### config.mk
export PLATFORM = sky130hd
export DESIGN_NAME = pcdt_seq
export DESIGN_NICKNAME = d
export VERILOG_FILES = /design/src/rtl/pcdt_pkg.sv /design/src/rtl/pcdt_seq.sv
export SDC_FILE = /design/constraint.sdc
export NUM_CORES = 1
export LEC_CHECK = 0
export BUFFER_PORTS_ARGS = -buffer_cell sky130_fd_sc_hd__buf_4
export CORE_MARGIN = 3
export CORE_UTILIZATION = 45
export DETAILED_ROUTE_END_ITERATION = 10
export GPL_ROUTABILITY_DRIVEN = 0
export PLACE_DENSITY = 0.82
export SYNTH_ARGS = -nofsm -noshare
export SYNTH_HDL_FRONTEND = slang
export SYNTH_SLANG_ARGS = --single-unit
### constraint.sdc
create_clock -name clk_i -period 9 [get_ports clk_i]
set_input_delay 0.45 -clock clk_i [delete_from_list [all_inputs] [get_ports clk_i]]
set_output_delay 0.45 -clock clk_i [all_outputs]
set_load 0.05 [all_outputs]
### src/rtl/pcdt_pkg.sv
// Shared types and constants for the per-cpu call depth tracker.
`timescale 1ns / 1ps
package pcdt_pkg;

  localparam int unsigned CPU_IN_W    = 3;   // width of the cpu field
  localparam int unsigned PORT_ID_W   = 32;  // width of the id fields at the ports
  localparam int unsigned DEPTH_OUT_W = 6;   // width of the reported depth

  // Sequencer states, one-hot.
  typedef enum logic [6:0] {
    S_IDLE  = 7'b0000001,
    S_LOAD  = 7'b0000010,
    S_COUNT = 7'b0000100,
    S_SCAN  = 7'b0001000,
    S_WR0   = 7'b0010000,
    S_WR1   = 7'b0100000,
    S_DONE  = 7'b1000000
  } pcdt_state_e;

  // Result of one event, handed from the sequencer to the output register.
  typedef struct packed {
    logic [DEPTH_OUT_W-1:0] depth;
    logic                   write_dropped;
  } pcdt_res_t;

endpackage

### src/rtl/pcdt_seq.sv
// Scan sequencer: walks one cpu's stack through a single id comparator.
`timescale 1ns / 1ps
module pcdt_seq #(
  parameter int unsigned CPUS        = 8,
  parameter int unsigned STACK_DEPTH = 64,
  parameter int unsigned ID_BITS     = 32,
  localparam int unsigned CPU_W  = (CPUS > 1) ? $clog2(CPUS) : 1,
  localparam int unsigned SLOTS  = CPUS * STACK_DEPTH,
  localparam int unsigned SA_W   = $clog2(SLOTS),
  localparam int unsigned IDX_W  = $clog2(STACK_DEPTH),
  localparam int unsigned CNT_W  = $clog2(STACK_DEPTH + 1)
) (
  input  logic                          clk_i,
  input  logic                          rst_ni,
  // event in
  input  logic                          start_i,
  input  logic [pcdt_pkg::CPU_IN_W-1:0] cpu_i,
  input  logic [ID_BITS-1:0]            callee_id_i,
  input  logic                          callee_known_i,
  input  logic [ID_BITS-1:0]            caller_id_i,
  output logic                          busy_o,
  // result out
  output logic                          done_o,
  input  logic                          take_i,
  output pcdt_pkg::pcdt_res_t           res_o,
  // slot id store
  output logic [SA_W-1:0]               slot_raddr_o,
  input  logic [ID_BITS-1:0]            slot_rdata_i,
  output logic                          slot_we_o,
  output logic [SA_W-1:0]               slot_waddr_o,
  output logic [ID_BITS-1:0]            slot_wdata_o,
  // per-cpu fill count store
  output logic [CPU_W-1:0]              fill_raddr_o,
  input  logic [CNT_W-1:0]              fill_rdata_i,
  output logic                          fill_we_o,
  output logic [CPU_W-1:0]              fill_waddr_o,
  output logic [CNT_W-1:0]              fill_wdata_o
);

  pcdt_pkg::pcdt_state_e state_q, state_d;
  logic [CPUS-1:0]       fvld_q, fvld_d;

  logic [CPU_W-1:0]   cpu_q, cpu_d;
  logic               inrange_q, inrange_d;
  logic [ID_BITS-1:0] callee_q, callee_d;
  logic [ID_BITS-1:0] caller_q, caller_d;
  logic               known_q, known_d;
  logic [SA_W-1:0]    base_q, base_d;
  logic [CNT_W-1:0]   n_q, n_d;
  logic [CNT_W-1:0]   nnew_q, nnew_d;
  logic [IDX_W-1:0]   idx_q, idx_d;
  logic [IDX_W-1:0]   wslot_q, wslot_d;
  logic [pcdt_pkg::DEPTH_OUT_W-1:0] depth_q, depth_d;
  logic               drop_q, drop_d;

  logic [CNT_W-1:0]   fill_cur;
  logic [CNT_W-1:0]   idx_p1;
  logic [CNT_W-1:0]   miss_min;
  logic               hit;

  assign fill_cur = fvld_q[cpu_q] ? fill_rdata_i : '0;
  assign idx_p1   = CNT_W'(idx_q) + CNT_W'(1);
  assign miss_min = known_q ? CNT_W'(2) : CNT_W'(1);
  assign hit      = (slot_rdata_i == caller_q);

  always_comb begin
    state_d   = state_q;
    fvld_d    = fvld_q;
    cpu_d     = cpu_q;
    inrange_d = inrange_q;
    callee_d  = callee_q;
    caller_d  = caller_q;
    known_d   = known_q;
    base_d    = base_q;
    n_d       = n_q;
    nnew_d    = nnew_q;
    idx_d     = idx_q;
    wslot_d   = wslot_q;
    depth_d   = depth_q;
    drop_d    = drop_q;

    slot_raddr_o = base_q;
    slot_we_o    = 1'b0;
    slot_waddr_o = base_q;
    slot_wdata_o = callee_q;
    fill_we_o    = 1'b0;

    unique case (state_q)
      pcdt_pkg::S_IDLE: begin
        if (start_i) begin
          cpu_d     = CPU_W'(cpu_i);
          inrange_d = (int'(cpu_i) < CPUS);
          callee_d  = callee_id_i;
          caller_d  = caller_id_i;
          known_d   = callee_known_i;
          depth_d   = '0;
          drop_d    = 1'b0;
          state_d   = (int'(cpu_i) < CPUS) ? pcdt_pkg::S_LOAD : pcdt_pkg::S_DONE;
        end
      end
      pcdt_pkg::S_LOAD: begin
        // fill count read is in flight; form the stack base meanwhile
        base_d  = SA_W'(int'(cpu_q) * STACK_DEPTH);
        state_d = pcdt_pkg::S_COUNT;
      end
      pcdt_pkg::S_COUNT: begin
        n_d          = fill_cur;
        idx_d        = '0;
        slot_raddr_o = base_q;
        if (fill_cur == '0) begin
          nnew_d  = miss_min;
          state_d = pcdt_pkg::S_WR0;
        end else begin
          state_d = pcdt_pkg::S_SCAN;
        end
      end
      pcdt_pkg::S_SCAN: begin
        // data for idx_q arrives now; fetch idx_q+1 in the same cycle
        if (idx_p1 < n_q) begin
          slot_raddr_o = base_q + SA_W'(idx_p1);
        end
        if (hit) begin
          depth_d = pcdt_pkg::DEPTH_OUT_W'(idx_q);
          nnew_d  = n_q;
          if (!known_q) begin
            state_d = pcdt_pkg::S_DONE;
          end else if (idx_p1 == CNT_W'(STACK_DEPTH)) begin
            drop_d  = 1'b1;
            state_d = pcdt_pkg::S_DONE;
          end else begin
            wslot_d = IDX_W'(idx_p1);
            if (idx_p1 == n_q) begin
              nnew_d = n_q + CNT_W'(1);
            end
            state_d = pcdt_pkg::S_WR1;
          end
        end else if (idx_p1 == n_q) begin
          // caller not on the stack: restart it at the bottom
          depth_d = '0;
          nnew_d  = (n_q > miss_min) ? n_q : miss_min;
          state_d = pcdt_pkg::S_WR0;
        end else begin
          idx_d = IDX_W'(idx_p1);
        end
      end
      pcdt_pkg::S_WR0: begin
        slot_we_o    = 1'b1;
        slot_waddr_o = base_q;
        slot_wdata_o = caller_q;
        wslot_d      = IDX_W'(1);
        state_d      = known_q ? pcdt_pkg::S_WR1 : pcdt_pkg::S_DONE;
      end
      pcdt_pkg::S_WR1: begin
        slot_we_o    = 1'b1;
        slot_waddr_o = base_q + SA_W'(wslot_q);
        slot_wdata_o = callee_q;
        state_d      = pcdt_pkg::S_DONE;
      end
      pcdt_pkg::S_DONE: begin
        if (take_i) begin
          if (inrange_q) begin
            fill_we_o      = 1'b1;
            fvld_d[cpu_q]  = 1'b1;
          end
          state_d = pcdt_pkg::S_IDLE;
        end
      end
      default: state_d = pcdt_pkg::S_IDLE;
    endcase
  end

  assign fill_raddr_o      = cpu_q;
  assign fill_waddr_o      = cpu_q;
  assign fill_wdata_o      = nnew_q;
  assign busy_o            = (state_q != pcdt_pkg::S_IDLE);
  assign done_o            = (state_q == pcdt_pkg::S_DONE);
  assign res_o.depth         = depth_q;
  assign res_o.write_dropped = drop_q;

  always_ff @(posedge clk_i or negedge rst_ni) begin
    if (!rst_ni) begin
      state_q <= pcdt_pkg::S_IDLE;
      fvld_q  <= '0;
    end else begin
      state_q <= state_d;
      fvld_q  <= fvld_d;
    end
  end

  always_ff @(posedge clk_i) begin
    cpu_q     <= cpu_d;
    inrange_q <= inrange_d;
    callee_q  <= callee_d;
    caller_q  <= caller_d;
    known_q   <= known_d;
    base_q    <= base_d;
    n_q       <= n_d;
    nnew_q    <= nnew_d;
    idx_q     <= idx_d;
    wslot_q   <= wslot_d;
    depth_q   <= depth_d;
    drop_q    <= drop_d;
  end

endmodule

**Yosys cells after proc, flatten, opt, wreduce, memory -nomap -nowiden**

Cells that the tools add are included.

- Magnitude comparators: 4
- Reductions and logical operators: 14
- Equal/unequal tests: 21
- $add $sub $neg: 4
- Bitwise operators: 1
- Mux-type cells: 46

Operator list:

| kind | count |
|---|---|
| $mux 7 | 15 |
| $pmux 7 s7 | 1 |
| $mux 6 | 8 |
| $pmux 6 s2 | 3 |
| $eq 32x32->1 | 1 |
| $mux 32 | 1 |
| $mux 9 | 3 |
| $ne 2x2->1 const B | 8 |
| $eq 7x7->1 const B | 2 |
| $pmux 7 s2 | 1 |
| $reduce_and 3->1 | 4 |
| $add 9x6->9 | 1 |
| $add 9x7->9 | 1 |
| $mux 1 | 9 |
| $or 8x8->8 | 1 |
| $add 6x1->7 const B | 1 |
| $add 7x1->7 const B | 1 |
| $eq 7x1->1 const B | 1 |
| $eq 7x2->1 const B | 1 |
| $eq 7x3->1 const B | 1 |
| $eq 7x4->1 const B | 1 |
| $eq 7x5->1 const B | 1 |
| $eq 7x6->1 const B | 1 |
| $eq 7x7->1 | 1 |
| 19 further kinds | 22 |

- Output and inout bits: 74
- Input bits: 111
- Register bits: 119

**Longest topological paths before layout**

- Word-level depth: 7
- Mapped depth: 12
- Depth with buffers taken out: 11

**Worst setup path after synthesis**

No wires, ideal clock.

- Path kind: reg2out
- Start: register idx_q[0]
- End: output slot_raddr_o[0]
- Stages on the path, launching flop included: 12
- Data arrival time: 2.966 ns
- Path buffers: 1
- Setup slack: 5.584 ns
- Required time: 8.550 ns
- Cell sequence: edfxtp_1 > ha_1 > nand3_1 > xor2_1 > inv_1 > ha_1 > nand2_1 > a21oi_1 > and2_1 > or4_1 > buf_2 > nor2_1

- Longest elaborated chain between the ends: 4
- Elaborated cells on any way between the ends: 5
- Classes of those cells: add/sub: 2; order compare: 1; mux: 2

Ends and longest elaborated chain:

| what | line | text |
|---|---|---|
| from (decl) | pcdt_seq.sv:51 | `logic [IDX_W-1:0] idx_q, idx_d;` |
| from (signal assigned) | pcdt_seq.sv:199 | `idx_q <= idx_d;` |
| $add 6x1->7 | pcdt_seq.sv:62 | `assign idx_p1 = CNT_W'(idx_q) + CNT_W'(1);` |
| net idx_p1[4] | pcdt_seq.sv:57 | `logic [CNT_W-1:0] idx_p1;` |
| $lt 7x7->1 | pcdt_seq.sv:119 | `if (idx_p1 < n_q) begin` |
| $mux 9 | pcdt_seq.sv:119 |  |
| $mux 9 | pcdt_seq.sv:88 | `unique case (state_q)` |
| to (decl) | pcdt_seq.sv:27 | `output logic [SA_W-1:0] slot_raddr_o,` |

The timed path passes the listed nets, and every way through them passes these cells.

**Worst setup path in the final report**

- Start: register idx_q[0]
- End: output slot_raddr_o[7]

- Longest elaborated chain between the ends: 4
- Elaborated cells on any way between the ends: 5
- Classes of those cells: add/sub: 2; order compare: 1; mux: 2

Ends and longest elaborated chain:

| what | line |
|---|---|
| $add 6x1->7 * | pcdt_seq.sv:62 |
| net idx_p1[4] | pcdt_seq.sv:57 |
| $add 9x7->9 / $lt 7x7->1 (equally long branches) | pcdt_seq.sv:120, pcdt_seq.sv:119 |
| $mux 9 * | pcdt_seq.sv:119 |
| $mux 9 * | pcdt_seq.sv:88 |

Mark *: on every way through the listed nets, which the timed path passes. The rest lies on a longest branch.

==> impl_metrics.ini <==
[setup_path]
cp_num_buf_inv = 2
crit_fanout = 10
slowest_stage = or4_1
setup.worst_path.start_class = flip-flop
crit_path_max_incr_delay_ps = 640
required_ps = 8550
crit_chain = ha_1 > nand3_1 > xor2_1 > inv_1 > ha_1 > nand2_1 > a21oi_1 > and2_1 > or4_1 > mux2_1 > buf_4
cp_top_family = simple AND/OR/NAND/NOR gates
crit_path_end_kind = primary output
worstPathArrival_ps = 3580
crit_top_cell = ha_1
worstSetupPathType = reg2out

[floorplan]
coreArea_um2 = 12100
row_count = 40
die_y_um = 117
fp.dieW_um = 117
io_pins = 185
initial_core_util_pct = 46.2
dieArea_um2 = 13800

[cts]
root_buffer = clkbuf_16
cts_tree = done
htree_levels = 4
clk_latency_ps = 420
post_cts_resized = 0
cts-buffers-inserted = 17
postCtsSetupBuffers = 0
cts_buffer_depth = 2
clkTransAtPathRegs_ps = 60
cts.sinks = 119

[sta]
fmax_mhz = 248
min_period_ps = 4030
rsz0062_at_grt = false
slew_headroom_pct = 34.5
hold_violations = 0
setup_violations = 0
finalCritPeriodShare_pct = 44.8
fin_worst_skew_ps = 11.0
fin_setup_tns_ps = 0
tightest_slew_ps = 976
maxSlewViolCount = 0

[synth]
syn_avg_cell_area_um2 = 13.7
synth_top_cell_area_share_pct = 56.0
synth-async-reset-ratio_pct = 12.6
synth_edf_count = 104
yosysTopAreaCell = edfxtp_1
ys_seq_elements = 119
synth_cell_types = 49
syn-cell-area_um2 = 5580
syn-num-nets = 529
syn_inst = 406
netlist_top_cells_area = edfxtp_1, mux2_2, dfrtp_1
ys_warn_count = 0
seq_area_frac_synth_pct = 62.8
synth-main-ff-cell = edfxtp_1

[flow_run]
drv_cap = 0

[power_and_ir_drop]
ir_drop_mv = 0.169
p_leak_nw = 3.22
power.density_nw_per_um2 = 268

[status]
outcome = finished, final reports clean

[min_path]
hp-class = in2reg

[global_route]
grt_use_total_pct = 20.8
antenna_found_initial = 0
grt_max_degree = 70
overflow = 0
grt_pass1_wl_mm = 22.2
grt_pass1_vias = 4277

[place]
io_buffers = 184
dp_cells = 749
dp_hpwl_mm = 10.6

[finish]
final_common_cell = buf_4
layout_common_cells = buf_4, edfxtp_1, xor2_1, nor2_1, mux2_2
final_net_count = 724
diodes = 0
stdcell_count = 782
area_delta_synth_final_pct = 39.0
drive_gt1_share_pct = 44.1

[routing]
dr.pass1.iters = 4
vias = 4045
drtIter0Drc = 266
final_antenna_net_count = 0
wl_per_cell_um = 18.0
viasPerCell = 5.17
drc = 0
postRouteWirelength_mm = 14.1
## where the power goes
part	leakage [nW]	switching, mW	total [mW]	internal [mW]
logic	1.76	0.387	0.580	0.193
clock network	0.284	0.238	0.699	0.461
registers	1.17	0.0593	0.798	0.738
total	3.22	0.685	2.08	1.39
## cell usage after synthesis (all sizes together), types with 3 or more instances
cell	count
and2	17
nor4	12
ha	12
or3	6
a21oi	15
xnor2	3
a31o	8
mux2	34
edfxtp	104
nand3	6
o21ai	11
nand2b	3
and3	3
nor2	33
nand4	6
dfrtp	14
nor3b	3
buf	9
clkbuf	4
xor2	35
nand2	11
nor3	5
inv	19
or4	3
nor2b	9
a21o	3
## cells by family (layout without fill, tap and decap cells)
family	count (synthesis)	count (layout)	synth area share, %
xor+xnor	38	38	5.97
fa+ha+maj	12	12	2.69
buf+inv	33	241	2.81
flops	119	119	62.8
compound gates	45	45	5.50
mux	37	37	7.85
simple gates	122	122	12.4
## layout make-up
| type | count | area, um^2 |
|---|---|---|
| Timing Repair Buffer | 189 | 1420 |
| Fill cell | 883 | 4310 |
| Tap cell | 168 | 210 |
| Inverter | 20 | 75.1 |
| Sequential cell | 119 | 3500 |
| Multi-Input combinational cell | 254 | 1930 |
| Clock inverter | 13 | 180 |
| Clock buffer | 19 | 433 |
## timing repair
item / in CTS / in global routing
hold buffers: 1 / 0
endpoints found under the setup margin: 0 / 0
hold endpoints to repair: 14 / 0
## routing by layer
metal / global-route usage [%] / up-vias / part of all wire, %
met5: 0 / - / 0
met1: 22.5 / 1938 / 36
li1: - / 1893 / -
met2: 37.1 / 194 / 53
met3: 8.63 / 20 / 9.6
met4: 6.45 / 0 / 1.4
## worst paths after layout
| path | startpoint | endpoint | slack, ps | cells past startpoint |
|---|---|---|---|---|
| setup reg to reg | idx_q[0] | fill_wdata_o[2] | 5520 | 10 |
| max in group asynchronous | rst_ni | state_q[0] | 8340 | 2 |
| min in group asynchronous | rst_ni | fvld_q[5] | 420 | 2 |
| hold / removal | caller_id_i[15] | caller_q[15] | 200 | 1 |
| hold reg to reg | fvld_q[0] | fvld_q[0] | 460 | 1 |
| setup / recovery | idx_q[0] | slot_raddr_o[7] | 4970 | 11 |
## registers in the layout (all words and copies together) (netlist names)
signal and flops:
state_q 7, fvld_q 8, n_q 7, depth_q 6, wslot_q 6, fill_raddr_o 3, fill_wdata_o 7, known_q 1
base_q 3, drop_q 1, callee_q 32, idx_q 6, caller_q 32
## stage by stage
stage | util (%) | setup slack [ps] | hold slack (ps) | power [mW] | cell area, um^2
after floorplan | - | 5580 | 154 | 1.19 | 5580
after global placement | 59.1 | 5550 | 311 | 1.37 | 7120
after detailed placement | 59.1 | 5450 | 312 | 1.39 | 7120
after CTS | 64.2 | 5000 | 195 | 2.09 | 7750
after global routing | 64.2 | 4790 | 190 | 2.16 | 7750
final | 64.2 | 4970 | 205 | 2.08 | 7750
(Power assumes the default switching activity.)
